**config.mk**
```make
export PLATFORM = sky130hd
export DESIGN_NAME = dlsik_mul
export DESIGN_NICKNAME = d
export VERILOG_FILES = /design/src/sv/dlsik_pkg.sv /design/src/sv/dlsik_mul.sv
export SDC_FILE = /design/constraint.sdc
export NUM_CORES = 2
export LEC_CHECK = 0
export BUFFER_PORTS_ARGS = -buffer_cell sky130_fd_sc_hd__buf_2
export CAP_MARGIN = 20
export CELL_PAD_IN_SITES_DETAIL_PLACEMENT = 1
export CELL_PAD_IN_SITES_GLOBAL_PLACEMENT = 1
export CORE_ASPECT_RATIO = 0.75
export CORE_MARGIN = 1
export CORE_UTILIZATION = 40
export DETAILED_ROUTE_END_ITERATION = 7
export HOLD_SLACK_MARGIN = 0.03
export PLACE_DENSITY_LB_ADDON = 0.1
export SLEW_MARGIN = 20
export SYNTH_ARGS = -nofsm -noshare
export SYNTH_HDL_FRONTEND = slang
export SYNTH_SLANG_ARGS = --single-unit
```
**constraint.sdc**
```tcl
create_clock -name clock -period 11.5 [get_ports clock]
set_clock_uncertainty 0.15 [all_clocks]
set_input_delay 2.3 -clock clock [delete_from_list [all_inputs] [get_ports clock]]
set_output_delay 2.3 -clock clock [all_outputs]
set_load 0.03 [all_outputs]
```
**src/sv/dlsik_pkg.sv**
```systemverilog
// Shared constants and types for the damped least-squares velocity IK unit
`timescale 1ns / 1ps

package dlsik_pkg;

   localparam int DATA_WIDTH_DEF = 32;
   localparam int FRAC_BITS_DEF  = 16;

   localparam int FIELD_W   = 32;
   localparam int DAMP_W    = 31;
   localparam logic [DAMP_W-1:0] DAMP_RESET = DAMP_W'(66);

   // Lower-triangle entries of J^T J, in the order A00 A10 A11 A20 A21 A22
   localparam int N_TRI = 6;
   localparam int N_DIM = 3;
   localparam int TRI_ROW [N_TRI] = '{0, 1, 1, 2, 2, 2};
   localparam int TRI_COL [N_TRI] = '{0, 0, 1, 0, 1, 2};

   typedef logic signed [FIELD_W-1:0] field_type;

endpackage

```
**src/sv/dlsik_mul.sv**
```systemverilog
// Two-stage fixed-point multiplier: magnitude product, then round and saturate
`timescale 1ns / 1ps

module dlsik_mul import dlsik_pkg::*; #(
   parameter int DW = DATA_WIDTH_DEF,
   parameter int FB = FRAC_BITS_DEF
) (
   input  logic                 clock,
   input  logic                 en,
   input  logic signed [DW-1:0] a,
   input  logic signed [DW-1:0] b,
   output logic signed [DW-1:0] p
);

   localparam int PW = 2 * DW;
   localparam logic [PW-1:0] HALF = PW'(1) << (FB - 1);
   localparam logic [PW-1:0] VMAX = (PW'(1) << (DW - 1)) - PW'(1);

   logic [DW-1:0] ma, mb;
   logic [PW-1:0] prod_in, prod_ff;
   logic          neg_in, neg_ff;
   logic [PW-1:0] rnd, mag;
   logic signed [DW-1:0] p_in, p_ff;

   assign ma      = a[DW-1] ? (~a + 1'b1) : a;
   assign mb      = b[DW-1] ? (~b + 1'b1) : b;
   assign prod_in = PW'(ma) * PW'(mb);
   assign neg_in  = a[DW-1] ^ b[DW-1];

   // round the magnitude half away from zero, then saturate by sign
   always_comb begin
      rnd = prod_ff + HALF;
      mag = rnd >> FB;
      if (!neg_ff) begin
         p_in = (mag > VMAX) ? DW'(VMAX) : DW'(mag);
      end else if (mag > VMAX + PW'(1)) begin
         p_in = {1'b1, {(DW-1){1'b0}}};
      end else begin
         p_in = DW'(~mag + PW'(1));
      end
   end

   always_ff @(posedge clock) begin
      if (en) begin
         prod_ff <= prod_in;
         neg_ff  <= neg_in;
         p_ff    <= p_in;
      end
   end

   assign p = p_ff;

endmodule

```
==> flow_metrics.tcl <==
set metrics [dict create \
    start_util_pct 40.6 \
    path_buf_inv 10 \
    worstHoldPathType "reg2reg" \
    cp.arrival_ps 11490 \
    h-tree-depth 3 \
    die_w_um 362 \
    final-hold-violation-count 0 \
    min_from "prod_ff[46]$_DFFE_PP_" \
    synth_area_um2 38900 \
    synth-edff-count 82 \
    drv_cap 0 \
    async_reset_ff_share_pct 0 \
    ys_types 95 \
    relSlewSlack_pct 27.0 \
    via_per_inst 5.27 \
    yosysMostFrequentCell "inv_1" \
    coreArea_um2 95900 \
    worstPathRequired_ps 11450 \
    synth.top_cell.area_share_pct 46.0 \
    grt_pass1_wl_um 222000 \
    worst_pin_slew_ps 1090 \
    hpwlAfterDp_um 127000 \
    die_h_um 272 \
    cpMostUsedCell "fa_1" \
    seq_area_frac_synth_pct 6.32 \
    timing.hold.ws_ps 672 \
    routabilityCongestion 0.884 \
    critPathMaxFanout 4 \
    synthCells 4447 \
    r2r_slack_ps 6350 \
    cpPeakStageDelay_ps 560 \
    die_area_um2 98600 \
    nFillCells 11300 \
    drive_gt1_share_pct 19.3 \
    grt_max_degree 83 \
    setup_violations 2 \
    wirelength_um 146000 \
    grt_pass1_vias 36000 \
    portBuffers 97 \
    grt.total_usage_pct 30.1 \
    cts_buffers 9 \
    fin_util_pct 48.9 \
    synth_seq_cells 82 \
    drc 0 \
    ctsHoldBuffers 0 \
    grt_overflow 0 \
    hold_depth 2 \
    routedWlPerCell_um 23.3 \
    yosys-top-cells-count "inv_1 (946), fa_1 (895), nor2_1 (645)" \
    fmax_ghz 0.0867 \
    worstReg2RegStart "prod_ff[20]$_DFFE_PP_" \
    final_max_slew_viol_count 0 \
    ys_warn_count 0 \
    dr_total_vias 33000 \
    antenna_found_initial 18 \
    cpMaxStageDelayCell "or4_4" \
    cts_tree "yes" \
    end_kind "register" \
    ant_nets 0 \
    ff2ff_path_depth 9 \
    hold_end "p[30]$_DFFE_PP_" \
    synth_nets 5673 \
    outcome "complete, but fails checks" \
    root_buffer "clkbuf_16" \
    violations "negative setup slack" \
    clkSinkCount 82 \
    regToRegEndpoint "p[29]$_DFFE_PP_" \
    finalCritPeriodShare_pct 100 \
    first_iter_violations 2037 \
    first_pass_iters 8 \
    area_growth_syn_to_layout_pct 20.4 \
    synth_area_leader_cell "fa_1" \
    clockBufferDepth 2 \
    rsz0062_at_grt "true" \
    top_level_ports 98 \
    syn_avg_cell_area_um2 8.76 \
    clock_latency_ps 360 \
    synthTopCellsByArea "fa_1 (46%), inv_1 (9.1%), ha_1 (8.5%)" \
    synth-main-ff-cell "edfxtp_1" \
    clkTransAtPathRegs_ps 70 \
    rows 98 \
    finalNetCount 6172 \
    worst_setup_path_start_kind "input pin" \
    worst_slack_ps -31.9 \
    crit_family "adder cells" \
    path_class "in2reg" \
    fin_crit_ps 11530 \
]
==> state kept, by name (all words and copies together) (netlist names) <==
register,count
neg_ff,1
prod_ff,49
p,32
==> how the worst max path moves through the flow <==
| stage | start | endpoint | slack, ps | cells after the start |
|---|---|---|---|---|
| 6_report | b[4] | prod_ff[63]$_DFFE_PP_ | -30 | 36 |
| 5_1_grt | a[4] | prod_ff[55]$_DFFE_PP_ | -310 | 34 |
| 4_1_cts | b[4] | prod_ff[63]$_DFFE_PP_ | -120 | 34 |
| 3_5_place_dp | b[4] | prod_ff[63]$_DFFE_PP_ | -1230 | 35 |
| 3_3_place_gp | b[4] | prod_ff[63]$_DFFE_PP_ | -1160 | 35 |
| 2_1_floorplan | a[0] | prod_ff[61]$_DFFE_PP_ | 4 | 34 |
==> layout make-up <==
cell class / count / area (µm²) / share of cell area (%)
Sequential cell: 82 / 2460 / 5.25
Antenna cell: 13 / 32.5 / 0.0694
Tap cell: 1300 / 1630 / 3.47
Inverter: 946 / 3550 / 7.58
Clock inverter: 7 / 77.6 / 0.165
Multi-Input combinational cell: 3207 / 33300 / 71.0
Timing Repair Buffer: 700 / 5600 / 12.0
Clock buffer: 9 / 225 / 0.480
==> worst min-delay path: cells and delay by family (launching register included) <==
family | cells | cell delay [ps]
AO/OA/AOI/OAI | 1 | 110
XOR/XNOR | 1 | 170
flip-flops | 1 | 360
==> cell families (layout without fill, tap and decap cells) <==
group | count (synthesis) | in the layout | share of synthesized area, %
and+or+nand+nor | 1494 | 1494 | 16.7
adders and majority gates | 1160 | 1160 | 54.5
buffers and inverters | 1158 | 1662 | 11.4
AOI/OAI and AO/OA | 334 | 334 | 6.05
xor gates and xnor gates | 209 | 209 | 4.74
DFF | 82 | 82 | 6.32
muxes | 10 | 10 | 0.260
other | 0 | 13 | 0
==> layer usage <==
metal | wire, µm | global-route usage, %
met1 | 64100 | 42.7
met2 | 68200 | 48.9
met3 | 9320 | 3.81
met4 | 4280 | 7.72
met5 | 30 | 0
==> cells in the final DEF (no fill, tap or decap), types with 38 or more instances in the layout <==
cell	instances
xnor2_1	86
nand4_1	38
buf_12	39
buf_4	544
nand2_1	545
buf_2	94
ha_1	252
fa_1	882
nor2_1	637
o21ai_0	38
xor2_1	57
inv_1	937
a21oi_1	81
nand3_1	41
edfxtp_1	82
==> what timing repair did <==
action / CTS / global route
endpoints found under the setup margin: 34 / 36
pin swaps: 35 / 53
hold endpoints to repair: 0 / 0
buffers inserted: 10 / 20
resized for setup: 69 / 100
==> per-stage QoR <==
stage / std cells / TNS [ps] / instance area, µm² / setup slack (ps)
2_1_floorplan: 4447 / 0 / 39000 / 4.35
3_3_place_gp: 6204 / -24570 / 45500 / -1160
3_5_place_dp: 6204 / -28160 / 45500 / -1230
4_1_cts: 6230 / -434 / 46200 / -118
5_1_grt: 6263 / -4440 / 46900 / -310
6_report: 6264 / -32.4 / 46900 / -31.9
Power is not shown: default switching activity piles up to over one toggle a cycle in this logic, so the estimate is an artifact.
