==> src/sv/dlsik_pkg.sv <==
// Shared constants and types for the damped least-squares velocity IK unit
`timescale 1ns / 1ps

package dlsik_pkg;

   localparam int DATA_WIDTH_DEF = 32;
   localparam int FRAC_BITS_DEF  = 16;

   localparam int FIELD_W   = 32;
   localparam int DAMP_W    = 31;
   localparam logic [DAMP_W-1:0] DAMP_RESET = DAMP_W'(66);

   // Lower-triangle entries of J^T J, in the order A00 A10 A11 A20 A21 A22
   localparam int N_TRI = 6;
   localparam int N_DIM = 3;
   localparam int TRI_ROW [N_TRI] = '{0, 1, 1, 2, 2, 2};
   localparam int TRI_COL [N_TRI] = '{0, 0, 1, 0, 1, 2};

   typedef logic signed [FIELD_W-1:0] field_type;

endpackage

==> src/sv/dlsik_pipe.sv <==
// Payload delay line with a common advance enable
`timescale 1ns / 1ps

module dlsik_pipe import dlsik_pkg::*; #(
   parameter int W     = 8,
   parameter int DEPTH = 2
) (
   input  logic         clock,
   input  logic         en,
   input  logic [W-1:0] din,
   output logic [W-1:0] dout
);

   logic [W-1:0] stage_ff [DEPTH];

   always_ff @(posedge clock) begin
      if (en) begin
         stage_ff[0] <= din;
         for (int i = 1; i < DEPTH; i++) stage_ff[i] <= stage_ff[i-1];
      end
   end

   assign dout = stage_ff[DEPTH-1];

endmodule

==> config.mk <==
export PLATFORM = sky130hd
export DESIGN_NAME = dlsik_pipe
export DESIGN_NICKNAME = d
export VERILOG_FILES = /design/src/sv/dlsik_pkg.sv /design/src/sv/dlsik_pipe.sv
export SDC_FILE = /design/constraint.sdc
export NUM_CORES = 1
export LEC_CHECK = 0
export BUFFER_PORTS_ARGS = -buffer_cell sky130_fd_sc_hd__clkbuf_2
export CORE_AREA = 3 3 40 42
export CTS_CLUSTER_SIZE = 28
export DETAILED_ROUTE_END_ITERATION = 10
export DIE_AREA = 0 0 43 45
export HOLD_SLACK_MARGIN = 0.12
export PLACE_DENSITY_LB_ADDON = 0.08
export SYNTH_ARGS = -nofsm -noshare
export SYNTH_HDL_FRONTEND = slang
export SYNTH_SLANG_ARGS = --single-unit
==> constraint.sdc <==
create_clock -name clock -period 0.8 [get_ports clock]
set_clock_uncertainty 0.1 [all_clocks]
set_input_delay 0.04 -clock clock [delete_from_list [all_inputs] [get_ports clock]]
set_output_delay 0.04 -clock clock [all_outputs]
set_load 0.05 [all_outputs]
==> impl_metrics.json, run 1 <==
{
  "drc": 0,
  "dpl.cell_count": 48,
  "setup_slack_ns": -0.209,
  "final_cell_mix": "edfxtp_1 (16), clkbuf_2 (9), dlygate4sd3_1 (8)",
  "violations": "setup timing",
  "drtAntennaViolNets": 0,
  "syn_area_um2": 541,
  "ys_seq_area_share_pct": 88.9,
  "grt_pass1_wl_um": 1090,
  "critPathMaxFanout": 1,
  "cts_setup_buffers": 0,
  "fin_setup_tns_ns": -1.54,
  "multi_input_area_um2": 0,
  "path_cells": "buf_8",
  "drt_iter0_markers": 1,
  "syn_inst": 24,
  "yosysWarnings": 0,
  "path_clk_slew_ns": 0.09,
  "fin_crit_sh_pct": 126,
  "postSynthAreaPerCell_um2": 22.5,
  "fin_nets": 56,
  "routedWlPerCell_um": 10.7,
  "largest_reg_flops": 16,
  "power_leakage_nw": 0.301,
  "slowest_delay_ns": 0.42,
  "utilization_pct": 59.6,
  "worstSetupStartpointType": "register",
  "first_pass_iters": 2,
  "critical_path_required_ns": 0.66,
  "cp_top_family": "flip-flops",
  "critPathBufInv": 1,
  "drv_slew": 0,
  "largestRegisters": "stage_ff: 16 flops",
  "cap_violations": 0,
  "syn2layout_area_growth_pct": 41.7,
  "slowest_stage": "edfxtp_1",
  "rr_startpoint": "stage_ff[0][1]",
  "antenna_cells": 0,
  "coreArea_um2": 1280,
  "cts_max_path_buffers": 2,
  "first_global_vias": 251,
  "fmax_mhz": 991,
  "synth_area_leader_cell": "edfxtp_1",
  "htree_levels": 1,
  "portBuffers": 17,
  "tightest_slew_ns": 0.371,
  "hold_violations": 0,
  "ir_drop_v": 0.000884,
  "antenna_found_initial": 0,
  "finalNonFillerCells": 60,
  "timing.final.crit_period_ns": 1.01,
  "grt_setup_unrepaired": "true",
  "vias_per_cell": 4.18,
  "clock-sinks": 16,
  "grt_usage_pct": 8.31,
  "critical_path.startpoint": "stage_ff[0][9]",
  "maxSlewHeadroom_pct": 75.3,
  "gr-total-overflow": 0,
  "cts_tree": "done",
  "start_util_pct": 42.1,
  "gp_congestion": 0.594,
  "synth.distinct_cells": 2,
  "cp.arrival_ns": 0.87,
  "nFillCells": 96,
  "setup_violations": 8,
  "routed_wl_um": 641,
  "hp-class": "in2reg",
  "rows": 13,
  "grt_max_degree": 17,
  "cp-end-kind": "primary output",
  "ys_top_cells_by_area": "edfxtp_1 (89%), buf_4 (11%)",
  "worstHoldStart": "en",
  "power_mw": 1.66,
  "nMultiInputCombCells": 0,
  "pin_count": 18,
  "yosysTopAreaCellShare_pct": 88.9,
  "powerDensity_nw_per_um2": 2160,
  "insertion_delay_ns": 0.27,
  "syn-num-nets": 34,
  "post-place-ws_ns": -0.0138,
  "final_common_cell": "edfxtp_1",
  "cts_made_buffers": 3,
  "ys_seq_elements": 16,
  "drive_above_1_share_pct": 44.4,
  "die_w_um": 43,
  "largest_register": "stage_ff",
  "path_class": "reg2out",
  "outcome": "finished, violations left",
  "root_buffer": "clkbuf_4",
  "vias": 251,
  "dieHeight_um": 45,
  "die-area_um2": 1940
}
-- cells in the mapped netlist --
| library cell | n |
|---|---|
| buf_4 | 8 |
| edfxtp_1 | 16 |
-- report_power, final --
group	total [mW]	leakage, nW	switching (mW)	internal [mW]
Clock	0.411	0.0154	0.230	0.181
Sequential	1.02	0.157	0.0236	0.994
Combinational	0.229	0.129	0.126	0.103
Total	1.66	0.301	0.380	1.28
-- cell type report --
class / instances / area, um^2 / area share [%]
Clock buffer: 3 / 22.5 / 2.94
Clock inverter: 1 / 3.75 / 0.490
Sequential cell: 16 / 480 / 62.7
Tap cell: 15 / 18.8 / 2.45
Timing Repair Buffer: 25 / 240 / 31.4
-- layer usage --
layer	up-vias	track usage [%]	share of wire, %
met4	0	7.23	0
li1	123	-	-
met3	0	2.39	11
met5	-	0	0
met2	18	14.1	54
met1	110	8.40	34
-- path summary, 6_finish.rpt --
check	end	slack (ns)	cells after the start
min reg2reg	stage_ff[0][10]	0.33	0
max	dout[1]	-0.21	1
max reg2reg	stage_ff[0][9]	0.05	0
min	stage_ff[0][3]	0.15	1
-- stage by stage --
stage               cell area [um^2]  hold slack (ns)
detailed placement               584            0.119
finish                           766            0.149
global placement                 584            0.117
CTS                              761            0.149
floorplan                        541           0.0389
global route                     766            0.148
-- cell families after synthesis --
family and synth area share [%]:
flops 88.9, buf+inv 11.1
-- repair_timing --
item,CTS,global route
endpoints found under the setup margin,8,8
hold endpoints to repair,8,0
gates resized for setup,16,4
hold buffers,8,0
cloned,0,0
Note: power is estimated with default switching activity, not from simulation.
==> inputs of run 2 (changes only) <==
--- a/config.mk
+++ b/config.mk
@@ -6,10 +6,12 @@
 export NUM_CORES = 1
 export LEC_CHECK = 0
 export BUFFER_PORTS_ARGS = -buffer_cell sky130_fd_sc_hd__clkbuf_2
-export CORE_AREA = 3 3 40 42
+export CELL_PAD_IN_SITES_DETAIL_PLACEMENT = 1
+export CELL_PAD_IN_SITES_GLOBAL_PLACEMENT = 1
+export CORE_MARGIN = 3
+export CORE_UTILIZATION = 38
 export CTS_CLUSTER_SIZE = 28
 export DETAILED_ROUTE_END_ITERATION = 10
-export DIE_AREA = 0 0 43 45
 export HOLD_SLACK_MARGIN = 0.12
 export PLACE_DENSITY_LB_ADDON = 0.08
 export SYNTH_ARGS = -nofsm -noshare
==> run 2 against run 1 <==
The flow still finishes with violations (setup timing). Highest routed layer unchanged. Critical path type unchanged. Combinational power about the same. Global-route usage grew 0.97 points. Via count increased by 2.4%. Die area down 1.2%. Design area shrank 0.49%. Core utilization increased by 3.1 points. First-iteration DRC count is the same. Critical endpoint is now dout[0]. Flip-flop and latch count is the same. Worst setup slack got worse by 0.00076 ns.
==> impl_metrics.json, run 2 (synthesized netlist as in run 1, its figures left out) <==
{
  "final_common_cell": "edfxtp_1",
  "setup_slack_ns": -0.210,
  "largest_register": "stage_ff",
  "cts_max_path_buffers": 2,
  "hp-class": "in2reg",
  "critPathBufInv": 1,
  "drive_above_1_share_pct": 44.4,
  "p_comb_share_pct": 13.9,
  "first_global_vias": 277,
  "largestRegisters": "stage_ff: 16 flops",
  "antenna_found_initial": 0,
  "gp_congestion": 0.560,
  "worstSetupStartpointType": "register",
  "hold_violations": 0,
  "seqPwrFrac_pct": 61.5,
  "nFillCells": 103,
  "critPathMaxFanout": 1,
  "routed_wl_um": 781,
  "path_clk_slew_ns": 0.09,
  "gr-total-overflow": 0,
  "cts_setup_buffers": 0,
  "cp.arrival_ns": 0.87,
  "largest_reg_flops": 16,
  "tightest_slew_ns": 0.376,
  "slowest_delay_ns": 0.43,
  "die-area_um2": 1910,
  "timing.final.crit_period_ns": 1.01,
  "cp-end-kind": "primary output",
  "portBuffers": 17,
  "fin_nets": 56,
  "drt_iter0_markers": 1,
  "clock-sinks": 16,
  "drv_slew": 0,
  "p_sw_mw": 0.380,
  "htree_levels": 1,
  "antenna_cells": 0,
  "ir_drop_v": 0.00126,
  "root_buffer": "clkbuf_4",
  "drc": 0,
  "switching_share_pct": 23.0,
  "violations": "setup timing",
  "fin_crit_sh_pct": 126,
  "start_util_pct": 44.4,
  "power_mw": 1.65,
  "final_cell_mix": "edfxtp_1 (16), clkbuf_2 (9), dlygate4sd3_1 (8)",
  "nMultiInputCombCells": 0,
  "critical_path_required_ns": 0.66,
  "insertion_delay_ns": 0.27,
  "grt_usage_pct": 9.28,
  "die_w_um": 43.7,
  "cap_violations": 0,
  "grt_max_degree": 17,
  "powerDensity_nw_per_um2": 2170,
  "vias": 257,
  "clockPowerShare_pct": 24.7,
  "path_cells": "buf_8",
  "first_pass_iters": 2,
  "rows": 12,
  "fin_setup_tns_ns": -1.48,
  "vias_per_cell": 4.36,
  "syn2layout_area_growth_pct": 41.0,
  "cts_made_buffers": 3,
  "coreArea_um2": 1220,
  "multi_input_area_um2": 0,
  "cts_tree": "done",
  "slowest_stage": "edfxtp_1",
  "setup_violations": 8,
  "intPower_mw": 1.27,
  "maxSlewHeadroom_pct": 75.0,
  "pin_count": 18,
  "outcome": "finished, violations left",
  "power_leakage_nw": 0.301,
  "path_class": "reg2out",
  "grt_pass1_wl_um": 1260,
  "cp_top_family": "flip-flops",
  "dieHeight_um": 43.7,
  "fmax_mhz": 990,
  "drtAntennaViolNets": 0,
  "routedWlPerCell_um": 13.2,
  "grt_setup_unrepaired": "true"
}
-- run 2: cell count changes in the layout (fill, tap and decap cells not counted) --
cell and change:
clkbuf_8 +2, buf_8 -2
-- run 2: what timing repair did --
action / CTS / global route
resized for setup: 16 / 2
hold endpoints to repair: 8 / 0
hold buffers: 8 / 0
endpoints found under the setup margin: 8 / 8
-- run 2: path summary, 6_finish.rpt --
kind	start	to	slack, ns	cells after the start
setup / recovery	stage_ff[0][8]	dout[0]	-0.21	1
hold / removal	en	stage_ff[0][2]	0.16	1
setup reg to reg	stage_ff[0][0]	stage_ff[0][8]	0.04	0
hold reg to reg	stage_ff[0][1]	stage_ff[0][9]	0.33	0
-- run 2: area by class of cell --
cell class	count	area (um^2)	area share, %
sequential	16	480	63.1
timing repair buffer	25	238	31.2
tap	14	17.5	2.30
clock inverter	1	3.75	0.493
clock buffer	3	22.5	2.96
-- run 2: metal layers --
layer  part of all wire [%]  global-route usage (%)  wire length, um
met5                      0                       0                0
met4                      0                    1.81                0
met3                     12                    2.07               93
met2                     54                    18.6              420
met1                     34                    9.54              268
-- run 2: power by group through the flow --
stage | sequential (mW) | clock, mW | combinational, mW
finish | 1.02 | 0.408 | 0.230
global route | 1.02 | 0.481 | 0.238
CTS | 1.02 | 0.418 | 0.225
detailed placement | 1.03 | 0 | 0.155
global placement | 1.02 | 0 | 0.153
floorplan | 1.02 | 0 | 0.134
-- run 2: per-stage QoR --
stage	cell area (um^2)	util (%)	cells	setup WS [ns]	hold WS (ns)
4_1_cts	759	62.4	59	-0.234	0.158
2_1_floorplan	541	-	24	0.111	0.0389
3_3_place_gp	583	47.9	47	0.0237	0.118
6_report	762	62.7	59	-0.210	0.159
3_5_place_dp	583	47.9	47	-0.0197	0.119
5_1_grt	762	62.7	59	-0.256	0.174
==> inputs of run 3 (changes only) <==
--- a/config.mk
+++ b/config.mk
@@ -14,6 +14,7 @@
 export DETAILED_ROUTE_END_ITERATION = 10
 export HOLD_SLACK_MARGIN = 0.12
 export PLACE_DENSITY_LB_ADDON = 0.08
+export REMOVE_ABC_BUFFERS = 1
 export SYNTH_ARGS = -nofsm -noshare
 export SYNTH_HDL_FRONTEND = slang
 export SYNTH_SLANG_ARGS = --single-unit
==> run 3 against run 2 <==
The flow still finishes with violations (setup timing). Wire length increased by 21%. Clock-buffer cell count unchanged. Final cell count is 3.4% higher. Maximum frequency decreased by 0.92%. Flip-flop and latch count is the same. Core utilization grew 1.3 points. Non-clock buffer count increased by 2. Combinational power up 5%. Global-route usage increased by 1.8 points. Clock power rose by 3%.
==> impl_metrics.json, run 3 (synthesized netlist as in run 1, its figures left out) <==
{
  "fin_crit_sh_pct": 127,
  "fin_setup_tns_ns": -1.59,
  "rows": 12,
  "gp_congestion": 0.626,
  "path_clk_slew_ns": 0.09,
  "slowest_stage": "edfxtp_1",
  "die-area_um2": 1910,
  "hold_slack_ns": 0.0485,
  "final_cell_mix": "edfxtp_1 (16), clkbuf_2 (9), dlygate4sd3_1 (8)",
  "use_met2_pct": 20.6,
  "slowest_delay_ns": 0.42,
  "powerDensity_nw_per_um2": 2160,
  "pin_count": 18,
  "cts_max_path_buffers": 2,
  "setup_slack_ns": -0.220,
  "met3_usage_pct": 2.90,
  "dieHeight_um": 43.7,
  "die_w_um": 43.7,
  "rr_startpoint": "stage_ff[0][7]",
  "grt_usage_pct": 11.1,
  "fmax_mhz": 981,
  "critPathBufInv": 1,
  "final_area_um2": 778,
  "vias_per_cell": 4.39,
  "critical_path_required_ns": 0.66,
  "tightest_slew_ns": 0.113,
  "vias": 268,
  "grt_setup_unrepaired": "true",
  "grt_pass1_wl_um": 1420,
  "outcome": "finished, violations left",
  "top_usage_layer": "met2",
  "multi_input_area_um2": 0,
  "largest_reg_flops": 16,
  "clock-sinks": 16,
  "worstHoldStart": "en",
  "timing.final.crit_period_ns": 1.02,
  "cp.arrival_ns": 0.88,
  "path_class": "reg2out",
  "drt_iter0_markers": 3,
  "worstSetupStartpointType": "register",
  "syn2layout_area_growth_pct": 44.0,
  "htree_levels": 1,
  "final_common_cell": "edfxtp_1",
  "gr-total-overflow": 0,
  "hp-class": "in2reg",
  "coreArea_um2": 1220,
  "violations": "setup timing",
  "routedWlPerCell_um": 15.5,
  "critical_path.startpoint": "stage_ff[0][14]",
  "hold_buffers": 8,
  "drive_above_1_share_pct": 46.8,
  "maxSlewHeadroom_pct": 92.5,
  "first_pass_iters": 2,
  "cp-end-kind": "primary output",
  "path_cells": "buf_8",
  "drtAntennaViolNets": 0,
  "power_mw": 1.68,
  "setup_violations": 8,
  "drv_slew": 0,
  "post-place-ws_ns": 0.0355,
  "largestRegisters": "stage_ff: 16 flops",
  "antenna_cells": 0,
  "cp_top_family": "flip-flops",
  "root_buffer": "clkbuf_4",
  "antenna_found_initial": 0,
  "grt_max_degree": 10,
  "cts_tree": "done",
  "first_global_vias": 305,
  "dpl-instance-area_um2": 598,
  "start_util_pct": 44.4,
  "portBuffers": 17,
  "ir_drop_v": 0.00113,
  "power_leakage_nw": 0.311,
  "hold_violations": 0,
  "insertion_delay_ns": 0.28,
  "critPathMaxFanout": 1,
  "largest_register": "stage_ff",
  "met1_usage_pct": 11.1,
  "cts_setup_buffers": 0,
  "drc": 0,
  "nMultiInputCombCells": 0,
  "routed_wl_um": 945,
  "cap_violations": 0,
  "fin_nets": 58,
  "cts_made_buffers": 3
}
## run 3: metrics by stage
stage / util (%) / cells
2_1_floorplan: - / 16
3_3_place_gp: 49.2 / 49
3_5_place_dp: 49.2 / 49
4_1_cts: 63.7 / 61
5_1_grt: 64.0 / 61
6_report: 64.0 / 61
## run 3: power breakdown
group | switching [mW] | total [mW] | internal [mW]
logic | 0.133 | 0.241 | 0.108
registers | 0.0231 | 1.02 | 0.994
clock network | 0.239 | 0.420 | 0.181
## run 3: path summary, 6_finish.rpt
check               endpoint  slack [ns]  depth (start not counted)
max                  dout[6]       -0.22                          1
min           stage_ff[0][3]        0.05                          2
max reg2reg  stage_ff[0][15]        0.06                          0
min reg2reg  stage_ff[0][10]        0.33                          0
## run 3: timing repair
| action | in CTS | in global routing |
|---|---|---|
| hold endpoints to repair | 24 | 16 |
| endpoints found under the setup margin | 8 | 8 |
| resized for setup | 16 | 3 |
## run 3: cell type report
| class | instances | area, um^2 |
|---|---|---|
| clock buffer | 3 | 22.5 |
| clock inverter | 1 | 3.75 |
| fill | 102 | 438 |
| sequential | 16 | 480 |
| tap | 14 | 17.5 |
| timing repair buffer | 27 | 254 |
## run 3: per-layer routing
metal | vias up | wire length, um
met2 | 10 | 571
li1 | 127 | -
met1 | 131 | 326
met5 | - | 0
met4 | 0 | 0
met3 | 0 | 46
